<file path="src/sv/cbb_pkg.sv">
// ----------------------------------------------------------------------------
// cbb_pkg
// Shared types and constants of the clipped bitmap blitter.
// ----------------------------------------------------------------------------
`default_nettype none

package cbb_pkg;

    localparam int MAX_DIM_DEF     = 4096;
    localparam int OFFSET_BITS_DEF = 28;

    // Entries of the queue between the classifier and the address stage.
    localparam int QUEUE_DEPTH = 2;

    // Signed width that holds a placement plus any bitmap column or row.
    localparam int POS_W = 18;
    // Width of the unclipped byte offset: 13-bit row times 16-bit stride
    // plus four times a 13-bit column.
    localparam int SUM_W = 30;

    localparam int CFG_ADDR_W = 3;
    localparam int CFG_DATA_W = 16;

    typedef enum logic [CFG_ADDR_W-1:0] {
        REG_SCREEN_WIDTH  = 3'd0,
        REG_SCREEN_HEIGHT = 3'd1,
        REG_LINE_STRIDE   = 3'd2,
        REG_BITMAP_WIDTH  = 3'd3,
        REG_BITMAP_HEIGHT = 3'd4,
        REG_PLACE_X       = 3'd5,
        REG_PLACE_Y       = 3'd6
    } t_reg_idx;

    localparam logic [12:0] SCREEN_WIDTH_RST  = 13'd640;
    localparam logic [12:0] SCREEN_HEIGHT_RST = 13'd480;
    localparam logic [15:0] LINE_STRIDE_RST   = 16'd2560;
    localparam logic [12:0] BITMAP_WIDTH_RST  = 13'd1;
    localparam logic [12:0] BITMAP_HEIGHT_RST = 13'd1;

    typedef struct packed {
        logic [12:0] screen_width;
        logic [12:0] screen_height;
        logic [15:0] line_stride;
        logic [12:0] bitmap_width;
        logic [12:0] bitmap_height;
        logic [15:0] place_x;
        logic [15:0] place_y;
    } t_cfg;

    // A classified pixel: screen coordinates are only meaningful when on_screen.
    typedef struct packed {
        logic [31:0] pixel;
        logic        on_screen;
        logic [12:0] sx;
        logic [12:0] sy;
        logic        miss;
        logic        last;
    } t_item;

endpackage

`default_nettype wire

</file>
<file path="src/sv/cbb_front.sv">
// ----------------------------------------------------------------------------
// cbb_front
// Raster counters and clipping classification of each accepted pixel.
// ----------------------------------------------------------------------------
`default_nettype none

module cbb_front #(
    parameter int MAX_DIM = cbb_pkg::MAX_DIM_DEF
) (
    input  wire             i_clk,
    input  wire             i_rst_n,
    input  cbb_pkg::t_cfg   i_cfg,
    input  wire             i_valid,
    output logic            o_ready,
    input  wire  [31:0]     i_pixel,
    input  wire             i_start,
    input  wire             i_full,
    output logic            o_push,
    output cbb_pkg::t_item  o_item
);

    localparam int CW = $clog2(MAX_DIM);
    localparam int DW = $clog2(MAX_DIM + 1);
    localparam int PW = cbb_pkg::POS_W;

    logic [CW-1:0] r_col, r_row;
    logic [CW-1:0] n_col, n_row;
    logic [CW-1:0] col, row;
    logic [DW-1:0] bw, bh;
    logic [DW-1:0] col_next, row_next;

    logic signed [PW-1:0] px, py, sw, sh, sx, sy;
    logic signed [PW-1:0] lo_x, hi_x, lo_y, hi_y, end_x, end_y;
    logic                 on_x, on_y;

    function automatic logic [DW-1:0] eff_dim(input logic [12:0] d);
        logic [DW-1:0] r;
        if (d == 13'd0) begin
            r = DW'(1);
        end else if (32'(d) > 32'(MAX_DIM)) begin
            r = DW'(MAX_DIM);
        end else begin
            r = DW'(d);
        end
        return r;
    endfunction

    assign o_ready = !i_full;
    assign o_push  = i_valid && !i_full;

    always_comb begin
        bw  = eff_dim(i_cfg.bitmap_width);
        bh  = eff_dim(i_cfg.bitmap_height);
        col = i_start ? '0 : r_col;
        row = i_start ? '0 : r_row;

        px = PW'($signed(i_cfg.place_x));
        py = PW'($signed(i_cfg.place_y));
        sw = $signed(PW'(i_cfg.screen_width));
        sh = $signed(PW'(i_cfg.screen_height));

        sx = px + $signed(PW'(col));
        sy = py + $signed(PW'(row));
        on_x = !sx[PW-1] && (sx < sw);
        on_y = !sy[PW-1] && (sy < sh);

        // The rectangle misses when its clipped extent is empty on either axis.
        end_x = px + $signed(PW'(bw));
        end_y = py + $signed(PW'(bh));
        lo_x  = px[PW-1] ? '0 : px;
        lo_y  = py[PW-1] ? '0 : py;
        hi_x  = (end_x < sw) ? end_x : sw;
        hi_y  = (end_y < sh) ? end_y : sh;

        o_item.pixel     = i_pixel;
        o_item.on_screen = on_x && on_y;
        o_item.sx        = sx[12:0];
        o_item.sy        = sy[12:0];
        o_item.miss      = (hi_x <= lo_x) || (hi_y <= lo_y);
        o_item.last      = (DW'(col) == bw - DW'(1)) && (DW'(row) == bh - DW'(1));

        col_next = DW'(col) + DW'(1);
        row_next = DW'(row) + DW'(1);
        n_col = r_col;
        n_row = r_row;
        if (o_push) begin
            if (col_next >= bw) begin
                n_col = '0;
                n_row = (row_next >= bh) ? '0 : row_next[CW-1:0];
            end else begin
                n_col = col_next[CW-1:0];
                n_row = row;
            end
        end
    end

    always_ff @(posedge i_clk) begin
        if (!i_rst_n) begin
            r_col <= '0;
            r_row <= '0;
        end else begin
            r_col <= n_col;
            r_row <= n_row;
        end
    end

    // The final pixel always returns the counters to the top-left corner.
    a_last_wraps: assert property (@(posedge i_clk) disable iff (!i_rst_n)
        (o_push && o_item.last) |=> (r_col == '0 && r_row == '0))
        else $error("counters did not wrap after the last pixel");

    a_push_ready: assert property (@(posedge i_clk) disable iff (!i_rst_n)
        o_push |-> !i_full)
        else $error("push into a full queue");

    a_start_origin: assert property (@(posedge i_clk) disable iff (!i_rst_n)
        (o_push && i_start && i_cfg.place_x == 16'd0 && i_cfg.place_y == 16'd0)
            |-> (o_item.sx == 13'd0 && o_item.sy == 13'd0))
        else $error("bitmap start did not restart at the origin");

endmodule

`default_nettype wire

</file>
<file path="src/sv/cbb_queue.sv">
// ----------------------------------------------------------------------------
// cbb_queue
// Short register queue between the classifier and the address stage.
// ----------------------------------------------------------------------------
`default_nettype none

module cbb_queue (
    input  wire             i_clk,
    input  wire             i_rst_n,
    input  wire             i_push,
    input  cbb_pkg::t_item  i_item,
    output logic            o_full,
    input  wire             i_pop,
    output logic            o_valid,
    output cbb_pkg::t_item  o_item
);

    localparam int DEPTH = cbb_pkg::QUEUE_DEPTH;
    localparam int AW    = (DEPTH > 1) ? $clog2(DEPTH) : 1;
    localparam int NW    = $clog2(DEPTH + 1);

    cbb_pkg::t_item r_mem [DEPTH];
    logic [AW-1:0]  r_wr, r_rd, n_wr, n_rd;
    logic [NW-1:0]  r_count, n_count;
    logic           do_pop;

    assign o_full  = (r_count == NW'(DEPTH));
    assign o_valid = (r_count != '0);
    assign o_item  = r_mem[r_rd];
    assign do_pop  = i_pop && o_valid;

    always_comb begin
        n_wr = r_wr;
        n_rd = r_rd;
        if (i_push) begin
            n_wr = (r_wr == AW'(DEPTH - 1)) ? '0 : r_wr + AW'(1);
        end
        if (do_pop) begin
            n_rd = (r_rd == AW'(DEPTH - 1)) ? '0 : r_rd + AW'(1);
        end
        n_count = r_count + NW'(i_push) - NW'(do_pop);
    end

    always_ff @(posedge i_clk) begin
        if (!i_rst_n) begin
            r_wr    <= '0;
            r_rd    <= '0;
            r_count <= '0;
        end else begin
            r_wr    <= n_wr;
            r_rd    <= n_rd;
            r_count <= n_count;
        end
    end

    always_ff @(posedge i_clk) begin
        if (i_push) begin
            r_mem[r_wr] <= i_item;
        end
    end

    a_count_bound: assert property (@(posedge i_clk) disable iff (!i_rst_n)
        r_count <= NW'(DEPTH))
        else $error("queue count out of range");

    a_no_overflow: assert property (@(posedge i_clk) disable iff (!i_rst_n)
        o_full |-> !i_push)
        else $error("queue overflow");

endmodule

`default_nettype wire

</file>
<file path="src/sv/cbb_back.sv">
// ----------------------------------------------------------------------------
// cbb_back
// Framebuffer offset computation and the output register.
// ----------------------------------------------------------------------------
`default_nettype none

module cbb_back #(
    parameter int OFFSET_BITS = cbb_pkg::OFFSET_BITS_DEF
) (
    input  wire                    i_clk,
    input  wire                    i_rst_n,
    input  wire  [15:0]            i_line_stride,
    input  wire                    i_q_valid,
    input  cbb_pkg::t_item         i_q_item,
    output logic                   o_pop,
    output logic                   o_valid,
    input  wire                    i_ready,
    output logic                   o_write_enable,
    output logic [OFFSET_BITS-1:0] o_write_offset,
    output logic [31:0]            o_write_pixel,
    output logic                   o_misses_screen,
    output logic                   o_last_pixel
);

    localparam int SW = cbb_pkg::SUM_W;

    logic                   r_valid;
    logic [OFFSET_BITS-1:0] r_offset;
    cbb_pkg::t_item         r_item;
    logic [SW-1:0]          sum;
    logic [OFFSET_BITS+SW-1:0] sum_ext;
    logic [OFFSET_BITS-1:0] n_offset;

    assign o_pop = i_q_valid && (!r_valid || i_ready);

    always_comb begin
        sum     = SW'(i_q_item.sy) * SW'(i_line_stride) + SW'({i_q_item.sx, 2'b00});
        sum_ext = (OFFSET_BITS + SW)'(sum);
        // Suppressed pixels report an offset of zero.
        n_offset = i_q_item.on_screen ? sum_ext[OFFSET_BITS-1:0] : '0;
    end

    always_ff @(posedge i_clk) begin
        if (!i_rst_n) begin
            r_valid <= 1'b0;
        end else if (o_pop) begin
            r_valid <= 1'b1;
        end else if (i_ready) begin
            r_valid <= 1'b0;
        end
    end

    always_ff @(posedge i_clk) begin
        if (o_pop) begin
            r_item   <= i_q_item;
            r_offset <= n_offset;
        end
    end

    assign o_valid         = r_valid;
    assign o_write_enable  = r_item.on_screen;
    assign o_write_offset  = r_offset;
    assign o_write_pixel   = r_item.pixel;
    assign o_misses_screen = r_item.miss;
    assign o_last_pixel    = r_item.last;

    a_off_zero: assert property (@(posedge i_clk) disable iff (!i_rst_n)
        (r_valid && !r_item.on_screen) |-> (r_offset == '0))
        else $error("suppressed pixel carries an offset");

    a_hold: assert property (@(posedge i_clk) disable iff (!i_rst_n)
        (r_valid && !i_ready) |=> (r_valid && $stable(r_offset)))
        else $error("stalled result changed");

endmodule

`default_nettype wire

</file>
<file path="src/sv/clipped_bitmap_blit.sv">
// ----------------------------------------------------------------------------
// clipped_bitmap_blit
// Places a raster stream of ARGB32 pixels on a framebuffer at a signed
// position, clipping against the screen and generating byte offsets.
// ----------------------------------------------------------------------------
//  Channel    Direction  Transfer when             Contents
//  s_axis     in         tvalid & tready           tdata: pixel; tuser: bitmap_start
//  m_axis     out        tvalid & tready           tdata: offset, pixel; tuser: flags
//  cfg        in         i_cfg_we                  register index and write data
//
//  One pixel per clock is sustained while the output accepts; a result passes
//  through the queue and then the output register. A two-entry queue between
//  the classifier and the offset stage keeps input flowing while a result
//  waits on the output, until the queue fills. Reset is synchronous and
//  active low; it restores the configuration registers to their reset values,
//  empties the queue and output and puts the counters at the top-left corner.
// ----------------------------------------------------------------------------
`default_nettype none

module clipped_bitmap_blit #(
    parameter int MAX_DIM     = cbb_pkg::MAX_DIM_DEF,
    parameter int OFFSET_BITS = cbb_pkg::OFFSET_BITS_DEF,
    localparam int TDATA_W    = ((OFFSET_BITS + 32 + 7) / 8) * 8
) (
    input  wire                             i_clk,
    input  wire                             i_rst_n,
    input  wire                             i_cfg_we,
    input  wire  [cbb_pkg::CFG_ADDR_W-1:0]  i_cfg_addr,
    input  wire  [cbb_pkg::CFG_DATA_W-1:0]  i_cfg_data,
    input  wire                             i_s_axis_tvalid,
    output logic                            o_s_axis_tready,
    input  wire  [31:0]                     i_s_axis_tdata,  // pixel
    input  wire                             i_s_axis_tuser,  // bitmap_start
    output logic                            o_m_axis_tvalid,
    input  wire                             i_m_axis_tready,
    // write_offset, write_pixel, zero fill
    output logic [TDATA_W-1:0]              o_m_axis_tdata,
    // write_enable, misses_screen
    output logic [1:0]                      o_m_axis_tuser,
    output logic                            o_m_axis_tlast
);

    cbb_pkg::t_cfg  r_cfg;
    cbb_pkg::t_item f_item, q_item;
    logic           push, full, q_valid, pop;
    logic                   write_enable, misses_screen;
    logic [OFFSET_BITS-1:0] write_offset;
    logic [31:0]            write_pixel;

    always_ff @(posedge i_clk) begin
        if (!i_rst_n) begin
            r_cfg.screen_width  <= cbb_pkg::SCREEN_WIDTH_RST;
            r_cfg.screen_height <= cbb_pkg::SCREEN_HEIGHT_RST;
            r_cfg.line_stride   <= cbb_pkg::LINE_STRIDE_RST;
            r_cfg.bitmap_width  <= cbb_pkg::BITMAP_WIDTH_RST;
            r_cfg.bitmap_height <= cbb_pkg::BITMAP_HEIGHT_RST;
            r_cfg.place_x       <= '0;
            r_cfg.place_y       <= '0;
        end else if (i_cfg_we) begin
            unique case (cbb_pkg::t_reg_idx'(i_cfg_addr))
                cbb_pkg::REG_SCREEN_WIDTH:  r_cfg.screen_width  <= i_cfg_data[12:0];
                cbb_pkg::REG_SCREEN_HEIGHT: r_cfg.screen_height <= i_cfg_data[12:0];
                cbb_pkg::REG_LINE_STRIDE:   r_cfg.line_stride   <= i_cfg_data;
                cbb_pkg::REG_BITMAP_WIDTH:  r_cfg.bitmap_width  <= i_cfg_data[12:0];
                cbb_pkg::REG_BITMAP_HEIGHT: r_cfg.bitmap_height <= i_cfg_data[12:0];
                cbb_pkg::REG_PLACE_X:       r_cfg.place_x       <= i_cfg_data;
                cbb_pkg::REG_PLACE_Y:       r_cfg.place_y       <= i_cfg_data;
                default: ;
            endcase
        end
    end

    cbb_front #(
        .MAX_DIM (MAX_DIM)
    ) u_front (
        .i_clk   (i_clk),
        .i_rst_n (i_rst_n),
        .i_cfg   (r_cfg),
        .i_valid (i_s_axis_tvalid),
        .o_ready (o_s_axis_tready),
        .i_pixel (i_s_axis_tdata),
        .i_start (i_s_axis_tuser),
        .i_full  (full),
        .o_push  (push),
        .o_item  (f_item)
    );

    cbb_queue u_queue (
        .i_clk   (i_clk),
        .i_rst_n (i_rst_n),
        .i_push  (push),
        .i_item  (f_item),
        .o_full  (full),
        .i_pop   (pop),
        .o_valid (q_valid),
        .o_item  (q_item)
    );

    cbb_back #(
        .OFFSET_BITS (OFFSET_BITS)
    ) u_back (
        .i_clk           (i_clk),
        .i_rst_n         (i_rst_n),
        .i_line_stride   (r_cfg.line_stride),
        .i_q_valid       (q_valid),
        .i_q_item        (q_item),
        .o_pop           (pop),
        .o_valid         (o_m_axis_tvalid),
        .i_ready         (i_m_axis_tready),
        .o_write_enable  (write_enable),
        .o_write_offset  (write_offset),
        .o_write_pixel   (write_pixel),
        .o_misses_screen (misses_screen),
        .o_last_pixel    (o_m_axis_tlast)
    );

    assign o_m_axis_tdata = TDATA_W'({write_pixel, write_offset});
    assign o_m_axis_tuser = {misses_screen, write_enable};

    a_out_drains: assert property (@(posedge i_clk) disable iff (!i_rst_n)
        (q_valid && !o_m_axis_tvalid) |=> o_m_axis_tvalid)
        else $error("queued pixel not moved to the output");

    a_in_ready: assert property (@(posedge i_clk) disable iff (!i_rst_n)
        (!o_m_axis_tvalid && !q_valid) |-> o_s_axis_tready)
        else $error("empty pipeline refused input");

    a_reset_idle: assert property (@(posedge i_clk)
        !i_rst_n |=> !o_m_axis_tvalid)
        else $error("output valid right after reset");

endmodule

`default_nettype wire

</file>
<file path="config.mk">
export PLATFORM = sky130hd
export DESIGN_NAME = clipped_bitmap_blit
export DESIGN_NICKNAME = d
export VERILOG_FILES = /design/src/sv/cbb_pkg.sv /design/src/sv/cbb_front.sv /design/src/sv/cbb_queue.sv /design/src/sv/cbb_back.sv /design/src/sv/clipped_bitmap_blit.sv
export SDC_FILE = /design/constraint.sdc
export NUM_CORES = 1
export LEC_CHECK = 0
export ABC_AREA = 1
export BUFFER_PORTS_ARGS = -buffer_cell sky130_fd_sc_hd__buf_2
export CAP_MARGIN = 20
export CORE_ASPECT_RATIO = 0.7
export CORE_MARGIN = 4
export CORE_UTILIZATION = 60
export CTS_CLUSTER_DIAMETER = 150
export DETAILED_ROUTE_END_ITERATION = 16
export GPL_TIMING_DRIVEN = 1
export PLACE_DENSITY = 0.82
export SYNTH_ARGS = -nofsm -noshare
export SYNTH_HDL_FRONTEND = slang
export SYNTH_SLANG_ARGS = --single-unit
</file>
<file path="constraint.sdc">
create_clock -name i_clk -period 8.75 [get_ports i_clk]
set_input_delay 0 -clock i_clk [delete_from_list [all_inputs] [get_ports i_clk]]
set_output_delay 0 -clock i_clk [all_outputs]
set_load 0.005 [all_outputs]
</file>
==> metrics.csv <==
stage,metric,value,unit
clock_tree,CTS tree,built,
setup_path,Worst EP required,9.03,ns
timing,setup tns final,0,ns
placed_design,port bufs,121,
power_and_ir_drop,P_leak,13.1,nW
cells_and_area,layout overhead on the synthesized area,10.8,%
yosys,Syn Area/Cell,8.31,um2
yosys,top post-synthesis cells by area,"edfxtp_1 22%, fa_1 13%, ha_1 12%, dfxtp_1 10%, nand2_1 9.5%",
detailed_routing,Via density,5.84,
power_and_ir_drop,worst vdd ir,0.450,mV
yosys,Synth top area share,22.2,%
detailed_routing,Routed WL per cell,20.2,um
detailed_routing,Routed WL,74800,um
clock_tree,Inserted Clock Buffers,34,
yosys,sequential-to-total area share from yosys stat,32.6,%
setup_path,"slowest stage cell, crit path",fa_1,
cells_and_area,final net count,3611,
grt,first-pass GRT wire length,117000,um
timing,slew margin rel.,25.2,%
clock_tree,CTS Sinks,315,
clock_tree,H-tree level count,2,
yosys,number of synthesized register bits,315,
cells_and_area,layout cell share with drive strength beyond 1,8.25,%
detailed_routing,vias,21700,
status,outcome,"finished, final reports clean",
grt,GRT Residual Overflow,0,
grt,vias in the first global route,20800,
min_path,Hold Crit Class,in2reg,
cells_and_area,final core occ,67.4,%
timing,WHS,0.0536,ns
floorplan,Starting Density,60.9,%
setup_path,"Max FO, Critical Path",35,
clock_tree,# resized after CTS,0,
yosys,number of synthesized flops with an enable pin,185,
grt,initial antenna violation count,1,
setup_path,most frequent CP cell,fa_1,
cells_and_area,"most common cell after layout, fill and taps aside",nand2_1,
timing,Final WS setup,1.51,ns
floorplan,Die W,252,um
run,maxcap violations,0,
yosys,Synth Flop Type,edfxtp_1,
floorplan,die area,0.0451,mm2
detailed_routing,Remaining DRCs,0,
clock_tree,worst-skew pair later-pin latency,0.56,ns
timing,Max Fclk,0.138,GHz
timing,final cycle utilization of the critical path,82.7,%
grt,largest net degree at the start of global routing,105,
floorplan,IO Pins,126,
cells_and_area,Layout fillers,3334,
timing,final hold vios,0,
placed_design,Final GP Congestion,1.05,
timing,Final Slew Violations,0,
timing,Period minus WS final,7.24,ns
setup_path,WS Path Type,reg2reg,
grt,gr usage total,33.4,%
yosys,asr flop ratio synth,0,%
timing,worst slew pin tran,1.12,ns
timing,RSZ-0062 raised after global routing,no,
clock_tree,Root Driver,clkbuf_16,
clock_tree,Clock Tree Buf Depth,3,
detailed_routing,Detail Route Antenna Nets,0,
floorplan,num rows,62,
cells_and_area,most frequent cells in the layout,"636 x nand2_1, 404 x inv_1, 318 x nor2_1, 248 x ha_1, 217 x a21oi_1",
timing,# setup viols final,0,
detailed_routing,Iteration-0 DRC Markers,2436,
floorplan,Die Ht,179,um
detailed_routing,1st-pass router iterations,6,
clock_tree,clk slew on worst S/H paths,0.06,ns
cells_and_area,ANT cells,0,
setup_path,Worst setup EP type,register,
yosys,"Distinct cells, synth",60,
placed_design,DPL Wire Length,57700,um
power_and_ir_drop,PwrDens,280,mW/mm2
setup_path,CP Data Arrival Time,7.52,ns
yosys,Synth Instances,3010,
yosys,Yosys top cell by area,edfxtp_1,
floorplan,Core Box Area,0.0411,mm2
placed_design,Setup WS pre-CTS,1.69,ns
setup_path,Worst path max stage delay,0.54,ns
setup_path,CP Launch Type,register,
yosys,Mapped Area,0.0250,mm2
timing,clk_skew,0.0357,ns
yosys,YS warnings,0,
==> kinds of logic (layout without fill, tap and decap cells) <==
family                   Yosys count  count (layout)  share of synthesized area, %
AND/OR/NAND/NOR                 1149            1149                          19.0
AO/OA/AOI/OAI                    523             523                          11.4
buffers and inverters            519             670                          8.03
adder cells (fa/ha/maj)          416             416                          25.8
flip-flops                       315             315                          32.6
XOR/XNOR                          84              84                          3.00
multiplexers                       3               3                         0.120
other                              1               4                        0.0150
==> final cells by class <==
class	count	area [um2]	share of cell area, %
repair buffers	186	1220	4.41
flip-flops and latches	315	8160	29.4
clock buffers	46	978	3.53
well taps	544	681	2.45
inverters	422	1590	5.73
multi-input cells	2179	14900	53.7
clock inverters	16	208	0.749
==> flip-flops by register name (all words and copies together), names as in the netlist, named ones only <==
| register | flops |
|---|---|
| u_back.o_last_pixel | 1 |
| u_queue.r_mem | 122 |
| u_back.o_write_pixel | 32 |
| r_cfg | 100 |
| u_front.r_row | 12 |
| u_front.r_col | 12 |
| u_back.o_write_enable | 1 |
| u_queue.r_count | 2 |
| u_queue.r_wr | 1 |
| u_back.o_write_offset | 28 |
| u_back.o_misses_screen | 1 |
| u_back.o_valid | 1 |
| u_queue.r_rd | 1 |
==> critical path, delay by kind of cell (launching register included) <==
kind,cells,cell delay (ns)
buf+inv,7,1.61
fa+ha+maj,7,3.37
compound gates,6,0.95
simple gates,6,0.70
flops,1,0.32
==> layer usage <==
layer	up-vias	global-route usage (%)	part of all wire, %
li1	10100	-	-
met1	10300	50.1	44
met2	1145	47.5	40
met3	146	10.1	13
met4	2	7.97	2.5
met5	-	0	0.013
==> per-stage QoR <==
stage,cell area (um2),std cells,power [mW]
floorplan,25000,3013,4.90
global placement,26000,3594,5.98
detailed placement,26000,3594,6.07
CTS,27700,3708,7.67
global route,27700,3708,8.40
finish,27700,3708,7.76
==> repair_timing <==
action | CTS | global route
endpoints found under the hold margin | 161 | 0
setup buffers | 0 | 0
hold buffers | 52 | 0
endpoints found under the setup margin | 0 | 0
==> synthesized netlist by cell type (18+ instances only) <==
master / count
a21oi_1: 217
dfxtp_1: 130
clkbuf_1: 75
xor2_1: 61
fa_1: 168
nand4_1: 29
nand2_1: 636
or2_2: 28
edfxtp_1: 185
nand3_1: 71
nor3_1: 19
o21ai_0: 211
ha_1: 248
inv_1: 405
a22oi_1: 20
o211ai_1: 18
nor2_1: 321
xnor2_1: 22
==> worst paths after layout <==
check	from	end	slack, ns	cells after the start
worst min register to register	u_queue.r_rd$_SDFFE_PN0P_	register	0.46	1
worst max register to register	register	u_back.o_write_offset[27]$_SDFFCE_PN0P_	1.51	26
worst max-delay path	register	u_back.o_write_offset[27]$_SDFFCE_PN0P_	1.51	26
worst min-delay path	i_cfg_we	r_cfg[94]$_SDFFE_PN1P_	0.05	6
==> report_power, final <==
part | internal [mW] | switching (mW) | total, mW
combinational | 1.40 | 2.74 | 4.15
clock | 0.890 | 0.658 | 1.55
sequential | 1.97 | 0.0933 | 2.06
No activity file was read; power rests on OpenSTA's default activity.
